<file path="config.mk">
export PLATFORM = sky130hd
export DESIGN_NAME = charset_byte_decoder_flat
export DESIGN_NICKNAME = d
export VERILOG_FILES = /design/src/hdl/csd_pkg.sv /design/src/hdl/csd_req_if.sv /design/src/hdl/csd_rsp_if.sv /design/src/hdl/csd_decode.sv /design/src/hdl/csd_out_buf.sv /design/src/hdl/charset_byte_decoder.sv /design/src/flat_wrapper.sv
export SDC_FILE = /design/constraint.sdc
export NUM_CORES = 1
export LEC_CHECK = 0
export BUFFER_PORTS_ARGS = -buffer_cell sky130_fd_sc_hd__buf_2
export CAP_MARGIN = 20
export CORE_ASPECT_RATIO = 0.8
export CORE_MARGIN = 5
export CORE_UTILIZATION = 50
export DETAILED_ROUTE_END_ITERATION = 8
export PLACE_DENSITY_LB_ADDON = 0.05
export SLEW_MARGIN = 25
export SYNTH_ARGS = -nofsm -noshare
export SYNTH_HDL_FRONTEND = slang
export SYNTH_HIERARCHICAL = 1
export SYNTH_SLANG_ARGS = --single-unit
</file>
<file path="constraint.sdc">
create_clock -name clock -period 4.35 [get_ports clock]
set_input_delay 0.87 -clock clock [delete_from_list [all_inputs] [get_ports clock]]
set_output_delay 0.87 -clock clock [all_outputs]
set_load 0.1 [all_outputs]
</file>
<file path="src/hdl/csd_pkg.sv">
// ----------------------------------------------------------------------------
// csd_pkg
// Types and constants shared by the charset byte decoder: charset and byte
// order codes, decoder state, and the result unit records.
// ----------------------------------------------------------------------------
`default_nettype none

package csd_pkg;

   // charset selector codes, values six and seven act as utf-16 with mark
   typedef enum logic [2:0] {
      CS_UTF8     = 3'd0,
      CS_LATIN1   = 3'd1,
      CS_ASCII    = 3'd2,
      CS_UTF16BE  = 3'd3,
      CS_UTF16LE  = 3'd4,
      CS_UTF16BOM = 3'd5
   } charset_kind_type;

   // byte order learned from the mark in utf-16 with mark mode
   typedef enum logic [1:0] {
      ORDER_UNKNOWN = 2'd0,
      ORDER_BIG     = 2'd1,
      ORDER_LITTLE  = 2'd2
   } byte_order_type;

   localparam logic [15:0] REPL_UNIT   = 16'hFFFD;
   localparam logic [15:0] NONCHAR     = 16'hFFFE;
   localparam logic [15:0] HIGH_SURR   = 16'hD800;
   localparam logic [15:0] LOW_SURR    = 16'hDC00;
   localparam logic [15:0] SURR_MASK   = 16'hFC00;
   localparam logic [20:0] SUPP_BASE   = 21'h10000;
   localparam logic [7:0]  LEAD_MIN    = 8'hC2;
   localparam logic [7:0]  LEAD_MAX    = 8'hF4;
   localparam logic [7:0]  CONT_MASK   = 8'hC0;
   localparam logic [7:0]  CONT_TAG    = 8'h80;
   localparam logic [7:0]  BOM_HI      = 8'hFE;
   localparam logic [7:0]  BOM_LO      = 8'hFF;

   // decoder state besides the held bytes
   typedef struct packed {
      logic [1:0]     held_count;
      byte_order_type byte_order;
   } state_type;

   // decoder step control: next state and held byte write strobes
   typedef struct packed {
      state_type  nx_state;
      logic [2:0] held_wr;
   } decode_ctl_type;

   // one result unit
   typedef struct packed {
      logic [15:0] code_unit;
      logic        replaced;
      logic        last_of_run;
   } unit_type;

   // all results of one request, slot0 first
   typedef struct packed {
      logic [1:0] count;
      unit_type   slot0;
      unit_type   slot1;
   } pair_type;

endpackage

`default_nettype wire

</file>
<file path="src/hdl/csd_req_if.sv">
// ----------------------------------------------------------------------------
// csd_req_if
// Request channel: one encoded byte and its end of input mark.
// ----------------------------------------------------------------------------
`default_nettype none

interface csd_req_if;
   logic       valid;
   logic       ready;
   logic [7:0] data_byte;
   logic       end_of_input;

   modport source (output valid, output data_byte, output end_of_input, input ready);
   modport sink   (input valid, input data_byte, input end_of_input, output ready);
endinterface

`default_nettype wire

</file>
<file path="src/hdl/csd_rsp_if.sv">
// ----------------------------------------------------------------------------
// csd_rsp_if
// Response channel: one decoded utf-16 code unit with its flags.
// ----------------------------------------------------------------------------
`default_nettype none

interface csd_rsp_if;
   logic        valid;
   logic        ready;
   logic [15:0] code_unit;
   logic        replaced;
   logic        last_of_run;

   modport source (output valid, output code_unit, output replaced, output last_of_run,
                   input ready);
   modport sink   (input valid, input code_unit, input replaced, input last_of_run,
                   output ready);
endinterface

`default_nettype wire

</file>
<file path="src/hdl/csd_decode.sv">
// ----------------------------------------------------------------------------
// csd_decode
// Combinational step of the decoder: from the current state, the held bytes
// and one byte, gives the next state, held byte writes and up to two units.
// ----------------------------------------------------------------------------
`default_nettype none

module csd_decode
   import csd_pkg::*;
(
   input  wire logic [2:0]  charset_kind,
   input  wire state_type   cur_state,
   input  wire logic [7:0]  held0,
   input  wire logic [7:0]  held1,
   input  wire logic [7:0]  held2,
   input  wire logic [7:0]  data_byte,
   input  wire logic        end_of_input,
   output decode_ctl_type   ctl,
   output pair_type         pair
);

   typedef enum logic [1:0] {
      LEAD_ASCII,
      LEAD_HOLD,
      LEAD_BAD
   } lead_class_type;

   // class of a byte that starts a utf-8 sequence
   function automatic lead_class_type lead_class(input logic [7:0] b);
      lead_class_type r;
      if (b < CONT_TAG) r = LEAD_ASCII;
      else if (b >= LEAD_MIN && b <= LEAD_MAX) r = LEAD_HOLD;
      else r = LEAD_BAD;
      return r;
   endfunction

   // continuation byte check, with the narrowed second byte ranges
   function automatic logic cont_ok(input logic [7:0] lead, input logic second,
                                    input logic [7:0] b);
      logic r;
      r = ((b & CONT_MASK) == CONT_TAG);
      if (second && lead == 8'hE0) r = (b >= 8'hA0 && b <= 8'hBF);
      if (second && lead == 8'hF0) r = (b >= 8'h90 && b <= 8'hBF);
      if (second && lead == 8'hF4) r = (b >= 8'h80 && b <= 8'h8F);
      return r;
   endfunction

   function automatic logic [15:0] join16(input logic [7:0] first, input logic [7:0] second,
                                          input logic big);
      return big ? {first, second} : {second, first};
   endfunction

   function automatic logic is_low(input logic [15:0] c);
      return (c & SURR_MASK) == LOW_SURR;
   endfunction

   function automatic logic is_high(input logic [15:0] c);
      return (c & SURR_MASK) == HIGH_SURR;
   endfunction

   logic [1:0]     cnt;
   logic [1:0]     nx_count;
   byte_order_type nx_order;
   logic [2:0]     held_wr;
   logic           a_v, a_r, b_v, b_r, z_v;
   logic [15:0]    a_u, b_u;
   logic           run_u16;
   logic           big;
   logic [2:0]     need;
   logic [15:0]    c3;
   logic [20:0]    uc;
   logic [20:0]    uc_off;
   logic [15:0]    c_one, c_pair, c_two;
   lead_class_type lc_cur;

   assign cnt = cur_state.held_count;

   // utf-8 payload assembly
   always_comb begin
      c3     = {held0[3:0], held1[5:0], data_byte[5:0]};
      uc     = {held0[2:0], held1[5:0], held2[5:0], data_byte[5:0]};
      uc_off = uc - SUPP_BASE;
      lc_cur = lead_class(data_byte);
   end

   // utf-16 byte order: fixed for the set orders, else big endian until a mark says otherwise
   always_comb begin
      unique case (charset_kind)
         CS_UTF16LE: big = 1'b0;
         CS_UTF8, CS_LATIN1, CS_ASCII, CS_UTF16BE: big = 1'b1;
         default: big = (cur_state.byte_order != ORDER_LITTLE);
      endcase
   end

   // utf-16 unit assembly
   always_comb begin
      c_one  = join16(held0, data_byte, big);
      c_pair = join16(held0, held1, big);
      c_two  = join16(held2, data_byte, big);
   end

   // per-charset step
   always_comb begin
      nx_count = cnt;
      nx_order = cur_state.byte_order;
      held_wr  = '0;
      a_v = 1'b0; a_u = '0; a_r = 1'b0;
      b_v = 1'b0; b_u = '0; b_r = 1'b0;
      run_u16 = 1'b0;
      need    = (held0 < 8'hE0) ? 3'd2 : ((held0 < 8'hF0) ? 3'd3 : 3'd4);

      unique case (charset_kind)
         CS_UTF8: begin
            if (cnt == 2'd0) begin
               unique case (lc_cur)
                  LEAD_ASCII: begin
                     a_v = 1'b1; a_u = {8'h00, data_byte};
                  end
                  LEAD_HOLD: begin
                     held_wr[0] = 1'b1; nx_count = 2'd1;
                  end
                  default: begin
                     a_v = 1'b1; a_u = REPL_UNIT; a_r = 1'b1;
                  end
               endcase
            end else if (!cont_ok(held0, cnt == 2'd1, data_byte)) begin
               // broken sequence: replace, then this byte starts afresh
               a_v = 1'b1; a_u = REPL_UNIT; a_r = 1'b1;
               nx_count = 2'd0;
               unique case (lc_cur)
                  LEAD_ASCII: begin
                     b_v = 1'b1; b_u = {8'h00, data_byte};
                  end
                  LEAD_HOLD: begin
                     held_wr[0] = 1'b1; nx_count = 2'd1;
                  end
                  default: begin
                     b_v = 1'b1; b_u = REPL_UNIT; b_r = 1'b1;
                  end
               endcase
            end else if ({1'b0, cnt} + 3'd1 < need) begin
               held_wr[cnt] = 1'b1;
               nx_count = cnt + 2'd1;
            end else begin
               nx_count = 2'd0;
               priority case (need)
                  3'd2: begin
                     a_v = 1'b1; a_u = {5'b0, held0[4:0], data_byte[5:0]};
                  end
                  3'd3: begin
                     a_v = 1'b1;
                     if (is_low(c3) || is_high(c3)) begin
                        a_u = REPL_UNIT; a_r = 1'b1;
                     end else begin
                        a_u = c3;
                     end
                  end
                  default: begin
                     a_v = 1'b1; a_u = HIGH_SURR | {6'b0, uc_off[19:10]};
                     b_v = 1'b1; b_u = LOW_SURR | {6'b0, uc_off[9:0]};
                  end
               endcase
            end
         end
         CS_LATIN1: begin
            nx_count = 2'd0;
            a_v = 1'b1; a_u = {8'h00, data_byte};
         end
         CS_ASCII: begin
            nx_count = 2'd0;
            a_v = 1'b1;
            if (data_byte < CONT_TAG) a_u = {8'h00, data_byte};
            else begin
               a_u = REPL_UNIT; a_r = 1'b1;
            end
         end
         CS_UTF16BE: begin
            run_u16 = 1'b1;
         end
         CS_UTF16LE: begin
            run_u16 = 1'b1;
         end
         default: begin
            // byte order mark detection, then utf-16 in the learned order
            if (cur_state.byte_order == ORDER_UNKNOWN) begin
               if (cnt == 2'd0) begin
                  held_wr[0] = 1'b1; nx_count = 2'd1;
               end else if (held0 == BOM_HI && data_byte == BOM_LO) begin
                  nx_order = ORDER_BIG; nx_count = 2'd0;
               end else if (held0 == BOM_LO && data_byte == BOM_HI) begin
                  nx_order = ORDER_LITTLE; nx_count = 2'd0;
               end else begin
                  nx_order = ORDER_BIG;
                  run_u16 = 1'b1;
               end
            end else begin
               run_u16 = 1'b1;
            end
         end
      endcase

      // utf-16 unit and surrogate pair handling
      if (run_u16) begin
         unique case (cnt)
            2'd0, 2'd2: begin
               held_wr[cnt] = 1'b1;
               nx_count = cnt + 2'd1;
            end
            2'd1: begin
               if (c_one == NONCHAR || is_low(c_one)) begin
                  a_v = 1'b1; a_u = REPL_UNIT; a_r = 1'b1;
                  nx_count = 2'd0;
               end else if (is_high(c_one)) begin
                  held_wr[1] = 1'b1; nx_count = 2'd2;
               end else begin
                  a_v = 1'b1; a_u = c_one;
                  nx_count = 2'd0;
               end
            end
            default: begin
               nx_count = 2'd0;
               a_v = 1'b1;
               if (is_low(c_two)) begin
                  a_u = c_pair;
                  b_v = 1'b1; b_u = c_two;
               end else begin
                  a_u = REPL_UNIT; a_r = 1'b1;
               end
            end
         endcase
      end

      // end of input: incomplete tail is replaced, state returns to reset
      z_v = 1'b0;
      if (end_of_input) begin
         z_v = (nx_count != 2'd0);
         nx_count = 2'd0;
         nx_order = ORDER_UNKNOWN;
      end
   end

   // pack the results in order, flag the last one
   always_comb begin
      pair.count = {1'b0, a_v} + {1'b0, b_v} + {1'b0, z_v};
      pair.slot0 = '0;
      pair.slot1 = '0;
      priority if (a_v) begin
         pair.slot0 = '{code_unit: a_u, replaced: a_r, last_of_run: 1'b0};
         if (b_v) pair.slot1 = '{code_unit: b_u, replaced: b_r, last_of_run: 1'b0};
         else     pair.slot1 = '{code_unit: REPL_UNIT, replaced: 1'b1, last_of_run: 1'b0};
      end else if (b_v) begin
         pair.slot0 = '{code_unit: b_u, replaced: b_r, last_of_run: 1'b0};
         pair.slot1 = '{code_unit: REPL_UNIT, replaced: 1'b1, last_of_run: 1'b0};
      end else begin
         pair.slot0 = '{code_unit: REPL_UNIT, replaced: 1'b1, last_of_run: 1'b0};
      end
      if (pair.count == 2'd1) pair.slot0.last_of_run = 1'b1;
      pair.slot1.last_of_run = 1'b1;
   end

   assign ctl.nx_state.held_count = nx_count;
   assign ctl.nx_state.byte_order = nx_order;
   assign ctl.held_wr             = held_wr;

endmodule

`default_nettype wire

</file>
<file path="src/hdl/csd_out_buf.sv">
// ----------------------------------------------------------------------------
// csd_out_buf
// Three-unit result queue. Takes all units of one request at once whenever
// two places are free, and shows the oldest unit on the response channel.
// ----------------------------------------------------------------------------
`default_nettype none

module csd_out_buf
   import csd_pkg::*;
(
   input  wire logic     clock,
   input  wire logic     reset,
   input  wire logic     load,
   input  wire pair_type pair,
   output logic          can_load,
   csd_rsp_if.source     rsp_chan
);

   logic [1:0] cnt_ff, cnt_in;
   unit_type   q_ff [3];
   unit_type   q_in [3];
   logic       pop;
   logic [1:0] rem;

   assign pop      = rsp_chan.valid & rsp_chan.ready;
   assign can_load = (cnt_ff <= 2'd1);

   // response channel shows the head
   assign rsp_chan.valid       = (cnt_ff != 2'd0);
   assign rsp_chan.code_unit   = q_ff[0].code_unit;
   assign rsp_chan.replaced    = q_ff[0].replaced;
   assign rsp_chan.last_of_run = q_ff[0].last_of_run;

   // shift out on pop, then append the new units behind what remains
   always_comb begin
      q_in[0] = pop ? q_ff[1] : q_ff[0];
      q_in[1] = pop ? q_ff[2] : q_ff[1];
      q_in[2] = q_ff[2];
      rem     = cnt_ff - {1'b0, pop};
      cnt_in  = rem;
      if (load) begin
         for (int i = 0; i < 3; i++) begin
            if (2'(i) == rem) q_in[i] = pair.slot0;
            if (2'(i) == rem + 2'd1) q_in[i] = pair.slot1;
         end
         cnt_in = rem + pair.count;
      end
   end

   // queue storage
   always_ff @(posedge clock) begin
      for (int i = 0; i < 3; i++) q_ff[i] <= q_in[i];
   end

   // fill count
   always_ff @(posedge clock) begin
      if (reset) begin
         cnt_ff <= 2'd0;
      end else begin
         cnt_ff <= cnt_in;
      end
   end

endmodule

`default_nettype wire

</file>
<file path="src/hdl/charset_byte_decoder.sv">
// ----------------------------------------------------------------------------
// charset_byte_decoder
// Byte-serial decoder from UTF-8, Latin-1, ASCII or UTF-16 (fixed order or
// order from a mark) to UTF-16 code units, with replacement of bad input.
// ----------------------------------------------------------------------------
//
//   channel    dir  handshake          payload
//   req_chan   in   valid / ready      data_byte[7:0], end_of_input
//   rsp_chan   out  valid / ready      code_unit[15:0], replaced, last_of_run
//   csr        in   csr_wr_en          csr_wr_data[2:0] (charset_kind)
//
// One request per cycle while the queue can take a load: a request waits in the
// input register, is decoded against the held state, and its zero to two units
// enter a three-unit queue when two places are free. Requests giving two units
// each are slowed by the single response port.
// Reset clears the charset (UTF-8), the held count and the byte order.
// Ready depends only on registers; a stalled response side fills the queue.
// ----------------------------------------------------------------------------
`default_nettype none

module charset_byte_decoder
   import csd_pkg::*;
(
   input  wire logic       clock,
   input  wire logic       reset,
   csd_req_if.sink         req_chan,
   csd_rsp_if.source       rsp_chan,
   input  wire logic       csr_wr_en,
   input  wire logic [2:0] csr_wr_data
);

   logic           in_valid_ff;
   logic [7:0]     in_byte_ff;
   logic           in_end_ff;
   logic [2:0]     kind_ff;
   state_type      state_ff;
   logic [7:0]     held_ff [3];
   logic           can_load;
   logic           advance;
   decode_ctl_type ctl;
   pair_type       pair;

   assign advance        = in_valid_ff & can_load;
   assign req_chan.ready = ~in_valid_ff | can_load;

   // input register
   always_ff @(posedge clock) begin
      if (reset) begin
         in_valid_ff <= 1'b0;
      end else if (req_chan.ready) begin
         in_valid_ff <= req_chan.valid;
      end
   end

   always_ff @(posedge clock) begin
      if (req_chan.valid & req_chan.ready) begin
         in_byte_ff <= req_chan.data_byte;
         in_end_ff  <= req_chan.end_of_input;
      end
   end

   // charset register and decoder state
   always_ff @(posedge clock) begin
      if (reset) begin
         kind_ff  <= CS_UTF8;
         state_ff <= '{held_count: 2'd0, byte_order: ORDER_UNKNOWN};
      end else if (csr_wr_en) begin
         kind_ff  <= csr_wr_data;
         state_ff <= '{held_count: 2'd0, byte_order: ORDER_UNKNOWN};
      end else if (advance) begin
         state_ff <= ctl.nx_state;
      end
   end

   // held bytes of an unfinished sequence
   always_ff @(posedge clock) begin
      for (int i = 0; i < 3; i++) begin
         if (advance && ctl.held_wr[i]) held_ff[i] <= in_byte_ff;
      end
   end

   csd_decode u_decode (
      .charset_kind (kind_ff),
      .cur_state    (state_ff),
      .held0        (held_ff[0]),
      .held1        (held_ff[1]),
      .held2        (held_ff[2]),
      .data_byte    (in_byte_ff),
      .end_of_input (in_end_ff),
      .ctl          (ctl),
      .pair         (pair)
   );

   csd_out_buf u_out_buf (
      .clock    (clock),
      .reset    (reset),
      .load     (advance),
      .pair     (pair),
      .can_load (can_load),
      .rsp_chan (rsp_chan)
   );

endmodule

`default_nettype wire
</file>
<file path="src/flat_wrapper.sv">
// flat-port wrapper written by rule: the top's interface ports become plain ports
module charset_byte_decoder_flat import csd_pkg::*;
  (clock, reset, csr_wr_en, csr_wr_data, req_chan_valid, req_chan_data_byte, req_chan_end_of_input, req_chan_ready, rsp_chan_valid, rsp_chan_code_unit, rsp_chan_replaced, rsp_chan_last_of_run, rsp_chan_ready);
  csd_req_if req_chan_i ();
  csd_rsp_if rsp_chan_i ();
  input  wire logic clock;
  input  wire logic reset;
  input  wire logic csr_wr_en;
  input  wire logic [2:0] csr_wr_data;
  input wire logic [$bits(req_chan_i.valid)-1:0] req_chan_valid;
  input wire logic [$bits(req_chan_i.data_byte)-1:0] req_chan_data_byte;
  input wire logic [$bits(req_chan_i.end_of_input)-1:0] req_chan_end_of_input;
  output wire logic [$bits(req_chan_i.ready)-1:0] req_chan_ready;
  output wire logic [$bits(rsp_chan_i.valid)-1:0] rsp_chan_valid;
  output wire logic [$bits(rsp_chan_i.code_unit)-1:0] rsp_chan_code_unit;
  output wire logic [$bits(rsp_chan_i.replaced)-1:0] rsp_chan_replaced;
  output wire logic [$bits(rsp_chan_i.last_of_run)-1:0] rsp_chan_last_of_run;
  input wire logic [$bits(rsp_chan_i.ready)-1:0] rsp_chan_ready;
  assign req_chan_i.valid = req_chan_valid;
  assign req_chan_i.data_byte = req_chan_data_byte;
  assign req_chan_i.end_of_input = req_chan_end_of_input;
  assign req_chan_ready = req_chan_i.ready;
  assign rsp_chan_valid = rsp_chan_i.valid;
  assign rsp_chan_code_unit = rsp_chan_i.code_unit;
  assign rsp_chan_replaced = rsp_chan_i.replaced;
  assign rsp_chan_last_of_run = rsp_chan_i.last_of_run;
  assign rsp_chan_i.ready = rsp_chan_ready;
  charset_byte_decoder u_core (.clock(clock), .reset(reset), .req_chan(req_chan_i), .rsp_chan(rsp_chan_i), .csr_wr_en(csr_wr_en), .csr_wr_data(csr_wr_data));
endmodule
</file>
# Yosys cells after proc, flatten, opt, wreduce, memory -nomap -nowiden
# Memory sizes are Yosys's and may differ from the RTL's.
# Cells that the tools add are included.
[op_classes]
addsub = 8
n_lt_le_gt_ge = 14
n_eq_ne = 31
mux = 137
bitwise_logic = 6
reduce_logical = 38
[op_table]
columns = ["operator", "count"]
rows = [
  ["$mux W16", 20],
  ["$mux W18", 10],
  ["$pmux W16 S2", 3],
  ["$mux W1", 58],
  ["$eq A8 B8 Y1 const B", 7],
  ["$mux W54", 1],
  ["$mux W2", 26],
  ["$pmux W16 S3", 1],
  ["$mux W36", 1],
  ["$ge A8 B8 Y1 const B", 4],
  ["$eq A6 B6 Y1 const B", 5],
  ["$le A8 B8 Y1 const B", 3],
  ["$lt A8 B8 Y1 const B", 3],
  ["$sub A20 B17 Y20 const B", 1],
  ["$eq A16 B16 Y1 const B", 1],
  ["$mux W8", 2],
  ["$pmux W1 S2", 8],
  ["$reduce_or A8 Y1", 2],
  ["$logic_and A1 B1 Y1", 13],
  ["$eq A3 B2 Y1 const B", 4],
  ["$mux W3", 4],
  ["$reduce_or A2 Y1", 6],
  ["$logic_not A2 Y1", 5],
  ["$reduce_or A4 Y1", 2],
  ["other kinds (31)", 44],
]
[totals]
reg_bits = 19
mem_bits_rw = 78
input_bits = 17
output_inout_bits = 20
word_cells = 243
memories = 2
[mem_list]
columns = ["name", "words", "word_bits", "read_ports", "rd_ports_with_merged_regs", "write_ports", "line_no", "text"]
rows = [
  ["u_core.u_out_buf.q_ff", 3, 18, 3, 0, 3, "csd_out_buf.sv:20", "unit_type q_ff [3];"],
  ["u_core.held_ff", 3, 8, 3, 0, 1, "charset_byte_decoder.sv:37", "logic [7:0] held_ff [3];"],
]

# Depth between registers and ports, before layout
# Gate-level depths: netlist of run 1.
# An unclocked memory read counts as a cell.
[depth]
depth_word = 22
depth_mapped = 19
mapped_depth_nobuf = 17

# Modules after synthesis
# Netlist of run 1, hierarchy kept.
[modules_own_cells]
columns = ["mod", "instances", "cells_each", "area_each_um2", "seq_area_each_um2"]
rows = [
  ["csd_out_buf", 1, 330, 3345.7, 1301.2],
  ["csd_decode", 1, 434, 2630.0, 0.0],
  ["charset_byte_decoder", 1, 70, 1347.5, 1151.1],
]

# Least setup slack after synthesis of run 1
# OpenSTA, ideal clock, no wires.
[synth_path]
path_type = "register to register"
startpoint = "memory u_core.held_ff[0][4]"
endpoint = "register u_core.u_out_buf.cnt_ff[1]"
setup_time_ns = 0.121
arrival_time_ns = 3.922
required_ns = 4.229
slack_ns = 0.307
stages_incl_launch_ff = 17
n_path_buf = 3
period_less_slack_ns = 4.043
path_cell_list = "edfxtp_1 > clkbuf_1 > nand4_1 > ha_1 > or3b_1 > o22ai_1 > nor3b_2 > a211oi_2 > or3_1 > buf_6 > clkinv_2 > buf_6 > fa_1 > inv_1 > a21boi_1 > mux2i_1 > mux2_2"
[synth_rtl]
columns = ["element", "line_no", "text"]
rows = [
  ["start, declared", "charset_byte_decoder.sv:37", ""],
  ["end signal, assigned", "csd_out_buf.sv:60", "cnt_ff <= cnt_in;"],
  ["end, declared", "csd_out_buf.sv:19", "logic [1:0] cnt_ff, cnt_in;"],
]

==> flow_summary.json, run 1 <==
{
  "outcome": "completed",
  "cp_top_family": "simple AND/OR/NAND/NOR gates",
  "drc": 0,
  "crit_fanout": 16,
  "cts_root_buffer": "clkbuf_16",
  "mostFrequentLayoutCells": "nand2_1 (75), mux2i_1 (74), nor2_1 (60), a21oi_1 (52), edfxtp_1 (51)",
  "setup_viol": 0,
  "max_freq_mhz": 248,
  "synth-edff-count": 51,
  "drt_iter0_markers": 918,
  "critPathSlowestCell": "edfxtp_1",
  "place_area_um2": 7530,
  "portBuffers": 36,
  "clock_latency_ps": 360,
  "synthAdderAreaFrac": 0.0215,
  "hpwl_um": 17500,
  "cp_common_cell": "inv_1",
  "layout_commonest_cell": "nand2_1",
  "seq_area_um2": 2450,
  "dr_total_vias": 6833,
  "cp.arrival_ps": 4280,
  "grt.overflow.total": 0,
  "worst_pin_slew_ps": 961,
  "highest_layer": "met4",
  "tns_ps": 0,
  "synth_ff_type": "edfxtp_1",
  "syn_inst": 834,
  "fillers": 1366,
  "final_util": 0.545,
  "cts_max_level": 3,
  "yosysTopAreaCell": "edfxtp_1",
  "clock-sinks": 97,
  "crit_type": "reg2reg",
  "nets": 863,
  "max_cap_violations": 0,
  "layoutNonFillerInstCount": 1023,
  "syn-num-nets": 863,
  "skew_ps": 9.22,
  "ant_nets": 0,
  "rsz0062_at_grt": "false",
  "hold_viol": 0,
  "total_power_mw": 3.27,
  "numCtsBuffers": 9,
  "cp-start-kind": "flop",
  "met3WireLength_um": 2310,
  "grt_usage": 0.278,
  "critPathMaxStageDelay_ps": 520,
  "hp-class": "reg2reg",
  "synthSimpleGateAreaFrac": 0.172,
  "max-slew-margin-rel": 0.357,
  "cts_tree": "done",
  "worst_setup_path_end_kind": "flop",
  "cp_cell_sequence": "nand4_1 -> inv_1 -> ha_1 -> or3b_1 -> o22ai_1 -> nor3b_2 -> a211oi_2 -> or3_1 -> clkinv_2 -> fa_1 -> inv_1 -> a21boi_1 -> mux2i_1 -> mux2_2",
  "critPathBufInv": 3,
  "wl_per_cell_um": 23.9,
  "ys_ff_latch": 97,
  "die_x_um": 145,
  "ios": 37,
  "grt_pass1_wl_um": 38200,
  "avgSynthCellArea_um2": 8.78,
  "ys_async_sr_fraction": 0,
  "antenna_cells": 0,
  "clkTransAtPathRegs_ps": 70,
  "syn-cell-area_um2": 7320,
  "die_height_um": 118,
  "required_ps": 4600,
  "synth.area.mux_share": 0.127,
  "antenna_found_initial": 0,
  "dieArea_um2": 17200,
  "synth_compound_area_frac": 0.258,
  "post_route_cells_drive_above_1_share": 0.161,
  "synth_top_area_frac": 0.209,
  "p_leak_nw": 3.14,
  "start_util": 0.510,
  "drt_wl_total_um": 24500,
  "first_pass_iters": 5,
  "post-place-cells": 1007,
  "dr_wl_met2_um": 10200,
  "via_per_inst": 6.68,
  "cts_setup_buffers": 0,
  "peakVddDrop_v": 0.000336,
  "grt_max_degree": 51,
  "synth.distinct_cells": 81,
  "cts-resized-gates": 0,
  "synth_area_leaders": "edfxtp_1 (21%), dfxtp_1 (13%), mux2i_1 (10%), nand2_1 (3.8%), a21oi_1 (3.6%)",
  "final_area_um2": 7820,
  "synth_top_family_by_area": "compound AO/OA/AOI/OAI gates",
  "min_period_ps": 4030,
  "clk_path_buf_depth": 2,
  "hold_buffers": 0,
  "core_um2": 14300,
  "place_congestion": 0.992,
  "multi_input_area_um2": 4290,
  "area_growth_syn_to_layout_pct": 6.75,
  "power_density_nw_per_um2": 418,
  "yosys_warnings": 6,
  "m1WireLength_um": 11500,
  "floorplan.rows": 39,
  "fin_crit_sh": 0.927,
  "finalMaxSlewViolations": 0,
  "synthXorXnorAreaFrac": 0.00478,
  "synth-seq-area-share": 0.335,
  "first_global_vias": 6422
}
power by group:
group	switching [mW]	internal, mW
Clock	0.388	0.401
Combinational	0.958	0.335
Sequential	0.0781	1.11
synthesized netlist by cell type (7+ instances only):
library cell	n
nor2b_1	8
inv_1	19
nand3_1	24
nor3_1	8
nand2b_1	10
a21oi_1	52
o21a_1	11
a21boi_0	7
o211ai_1	8
a211oi_1	8
a22oi_1	19
nor2_1	60
mux2i_1	74
o21ai_0	34
nand2_1	75
a31oi_1	20
ha_1	11
dfxtp_1	46
o22ai_1	31
clkbuf_1	26
buf_2	25
o2bb2ai_1	14
and3_1	23
a21o_1	8
buf_4	30
a32oi_1	7
edfxtp_1	51
mux2_2	17
area by class of cell:
class | count | share of cell area
Clock inverter | 7 | 0.00800
Inverter | 20 | 0.00976
Tap cell | 184 | 0.0294
Sequential cell | 97 | 0.314
Multi-Input combinational cell | 630 | 0.549
Timing Repair Buffer | 76 | 0.0615
Clock buffer | 9 | 0.0288
sequential cells by signal, summed over array words and instances (netlist names):
name and count:
u_core/in_byte_ff 8, u_core/in_end_ff 1, u_core/in_valid_ff 1, u_core/u_out_buf/q_ff 54, u_core/kind_ff 3, u_core/u_out_buf/cnt_ff 2, u_core/state_ff 4, u_core/held_ff 24
per-layer routing:
layer	GRT usage	vias up
met5	0	-
met4	0.0676	0
met3	0.0624	33
met2	0.399	361
met1	0.422	3323
li1	-	3116
worst paths after layout:
path	start	cells past startpoint	end	slack (ps)
setup / recovery	u_core/held_ff[0][6]	14	u_core/u_out_buf/cnt_ff[1]	320
hold / removal	u_core/u_out_buf/q_ff[0][38]	2	u_core/u_out_buf/q_ff[0][20]	520
setup reg to reg	u_core/held_ff[0][6]	14	u_core/u_out_buf/cnt_ff[1]	320
hold reg to reg	u_core/u_out_buf/q_ff[0][38]	2	u_core/u_out_buf/q_ff[0][20]	520
cells by family (layout without fill, tap and decap cells):
logic type	count (synthesis)	count (layout)
AO/OA/AOI/OAI	270	270
other	1	1
buffers and inverters	107	112
XOR/XNOR	4	4
adder cells (fa/ha/maj)	12	12
multiplexers	91	91
flip-flops	97	97
AND/OR/NAND/NOR	252	252
tightest hold or removal path: stages (launching register included):
cell       delay [ps]
edfxtp_1          320
mux2i_1            60
o2bb2ai_1         120
stage by stage:
stage / hold WS (ps) / worst slack, ps
2_1_floorplan: 458 / 307
3_3_place_gp: 501 / 454
3_5_place_dp: 514 / 346
4_1_cts: 529 / 343
5_1_grt: 552 / 39.3
6_report: 525 / 318
(Power assumes the default switching activity.)
==> run 2, diff against run 1 <==
--- a/config.mk
+++ b/config.mk
@@ -7,10 +7,11 @@
 export LEC_CHECK = 0
 export BUFFER_PORTS_ARGS = -buffer_cell sky130_fd_sc_hd__buf_2
 export CAP_MARGIN = 20
-export CORE_ASPECT_RATIO = 0.8
+export CORE_ASPECT_RATIO = 0.75
 export CORE_MARGIN = 5
 export CORE_UTILIZATION = 50
 export DETAILED_ROUTE_END_ITERATION = 8
+export HOLD_SLACK_MARGIN = 0.08
 export PLACE_DENSITY_LB_ADDON = 0.05
 export SLEW_MARGIN = 25
 export SYNTH_ARGS = -nofsm -noshare
==> run 2 against run 1 <==
Effect of this change: cell area up 0.19%; combinational power barely moved; count of clock-buffer cells in the layout grew 1; global-route usage increased by 1.3 points; setup slack lost 43 ps; critical path type unchanged; flip-flop and latch count did not move.
==> flow_summary.json, run 2 (synthesis gave the netlist of run 1 again) <==
{
  "via_per_inst": 6.64,
  "netSwitchingFraction": 0.437,
  "cts_max_level": 3,
  "rsz0062_at_grt": "false",
  "dpl_worst_slack_ps": 342,
  "hpwl_um": 17700,
  "power_density_nw_per_um2": 425,
  "min_delay_path_depth": 2,
  "drc": 0,
  "p_leak_nw": 3.13,
  "required_ps": 4600,
  "floorplan.rows": 38,
  "finalMaxSlewViolations": 0,
  "cts_setup_buffers": 0,
  "min_period_ps": 4070,
  "peakVddDrop_v": 0.000272,
  "hold_buffers": 0,
  "skew_ps": 7.75,
  "place_congestion": 0.995,
  "drt_iter0_markers": 844,
  "dr_total_vias": 6874,
  "hold_viol": 0,
  "hp-class": "reg2reg",
  "clkTransAtPathRegs_ps": 70,
  "post_route_cells_drive_above_1_share": 0.157,
  "start_util": 0.508,
  "largest_register": "u_core/u_out_buf/q_ff",
  "max-slew-margin-rel": 0.350,
  "cp-start-kind": "flop",
  "fin_ws_ps": 275,
  "cts_root_buffer": "clkbuf_16",
  "clk_path_buf_depth": 2,
  "cts-resized-gates": 0,
  "reg2regPathDepth": 14,
  "dieArea_um2": 17200,
  "clock_latency_ps": 360,
  "layout_commonest_cell": "nand2_1",
  "worst_setup_path_end_kind": "flop",
  "portBuffers": 36,
  "outcome": "completed",
  "fillers": 1333,
  "grt_pass1_wl_um": 38500,
  "die_x_um": 150,
  "worst_pin_slew_ps": 971,
  "critPathSlowestCell": "edfxtp_1",
  "p_clk_frac": 0.251,
  "ios": 37,
  "grt.overflow.total": 0,
  "switching_power_mw": 1.45,
  "max_freq_mhz": 245,
  "antenna_found_initial": 0,
  "grt_max_degree": 51,
  "max_cap_violations": 0,
  "wl_per_cell_um": 23.8,
  "cell_internal_pwr_mw": 1.88,
  "numCtsBuffers": 9,
  "core_um2": 14400,
  "seq_power_share": 0.358,
  "critPathMaxStageDelay_ps": 520,
  "cts_tree": "done",
  "first_pass_iters": 8,
  "grt_usage": 0.291,
  "nets": 859,
  "clock-sinks": 97,
  "hp-start": "u_core/u_out_buf/q_ff[0][51]",
  "combPwrFrac": 0.391,
  "ant_nets": 0,
  "drt_wl_total_um": 24600,
  "seq_area_um2": 2450,
  "first_global_vias": 6542,
  "largest_reg_flops": 54,
  "tns_ps": 0,
  "crit_type": "reg2reg",
  "reg2reg_from": "u_core/held_ff[0][6]",
  "multi_input_area_um2": 4300,
  "antenna_cells": 0,
  "mostFrequentLayoutCells": "nand2_1 (75), mux2i_1 (74), nor2_1 (60), a21oi_1 (52), edfxtp_1 (51)",
  "cp.arrival_ps": 4320,
  "fin_crit_sh": 0.937,
  "cp_common_cell": "inv_1",
  "largest_registers": "u_core/u_out_buf/q_ff x54, u_core/held_ff x24, u_core/in_byte_ff x8",
  "area_growth_syn_to_layout_pct": 6.95,
  "startpoint": "u_core/held_ff[0][6]",
  "crit_fanout": 16,
  "die_height_um": 115,
  "cp_cell_sequence": "nand4_1 -> inv_1 -> ha_1 -> or3b_1 -> o22ai_1 -> nor3b_4 -> a211oi_2 -> or3_1 -> clkinv_2 -> fa_1 -> inv_1 -> a21boi_1 -> mux2i_1 -> mux2_2",
  "setup_viol": 0
}
[run 2: critical path: cells and delay by family (launching register included)]
kind                       cells  cell delay, ps
and+or+nand+nor                4            1370
adders and majority gates      2             680
muxes                          2             560
DFF                            1             520
AOI/OAI and AO/OA              3             450
buffers and inverters          3             400
[run 2: power by group through the flow]
stage | clock network (mW) | logic [mW] | registers [mW]
floorplan | 0 | 1.08 | 1.25
global placement | 0 | 1.27 | 1.20
detailed placement | 0 | 1.29 | 1.21
CTS | 0.856 | 1.29 | 1.19
global route | 0.895 | 1.37 | 1.21
finish | 0.836 | 1.30 | 1.19
[run 2: final timing paths]
check / slack [ps] / to
max: 280 / u_core/u_out_buf/cnt_ff[1]
min: 540 / u_core/u_out_buf/q_ff[0][33]
max reg2reg: 280 / u_core/u_out_buf/cnt_ff[1]
min reg2reg: 540 / u_core/u_out_buf/q_ff[0][33]
[run 2: through the flow]
step	power, mW	hold slack [ps]	area (um2)	util	instances
6_report	3.33	536	7830	0.544	1035
5_1_grt	3.48	568	7830	0.544	1035
4_1_cts	3.34	540	7830	0.543	1035
3_5_place_dp	2.50	522	7520	0.522	1019
3_3_place_gp	2.47	504	7520	0.522	1019
2_1_floorplan	2.33	458	7320	-	834
[run 2: cell type report]
| type | count | area share |
|---|---|---|
| Multi-Input combinational cell | 630 | 0.549 |
| Sequential cell | 97 | 0.313 |
| Inverter | 20 | 0.00974 |
| Tap cell | 200 | 0.0319 |
| Clock inverter | 6 | 0.00719 |
| Timing Repair Buffer | 72 | 0.0575 |
| Clock buffer | 10 | 0.0319 |
[run 2: layer usage]
| metal | vias up | global-route usage | wire length [um] |
|---|---|---|---|
| li1 | 3108 | - | - |
| met1 | 3334 | 0.426 | 11100 |
| met2 | 390 | 0.419 | 10300 |
| met3 | 42 | 0.0745 | 2520 |
| met4 | 0 | 0.0963 | 622 |
| met5 | - | 0 | 0 |
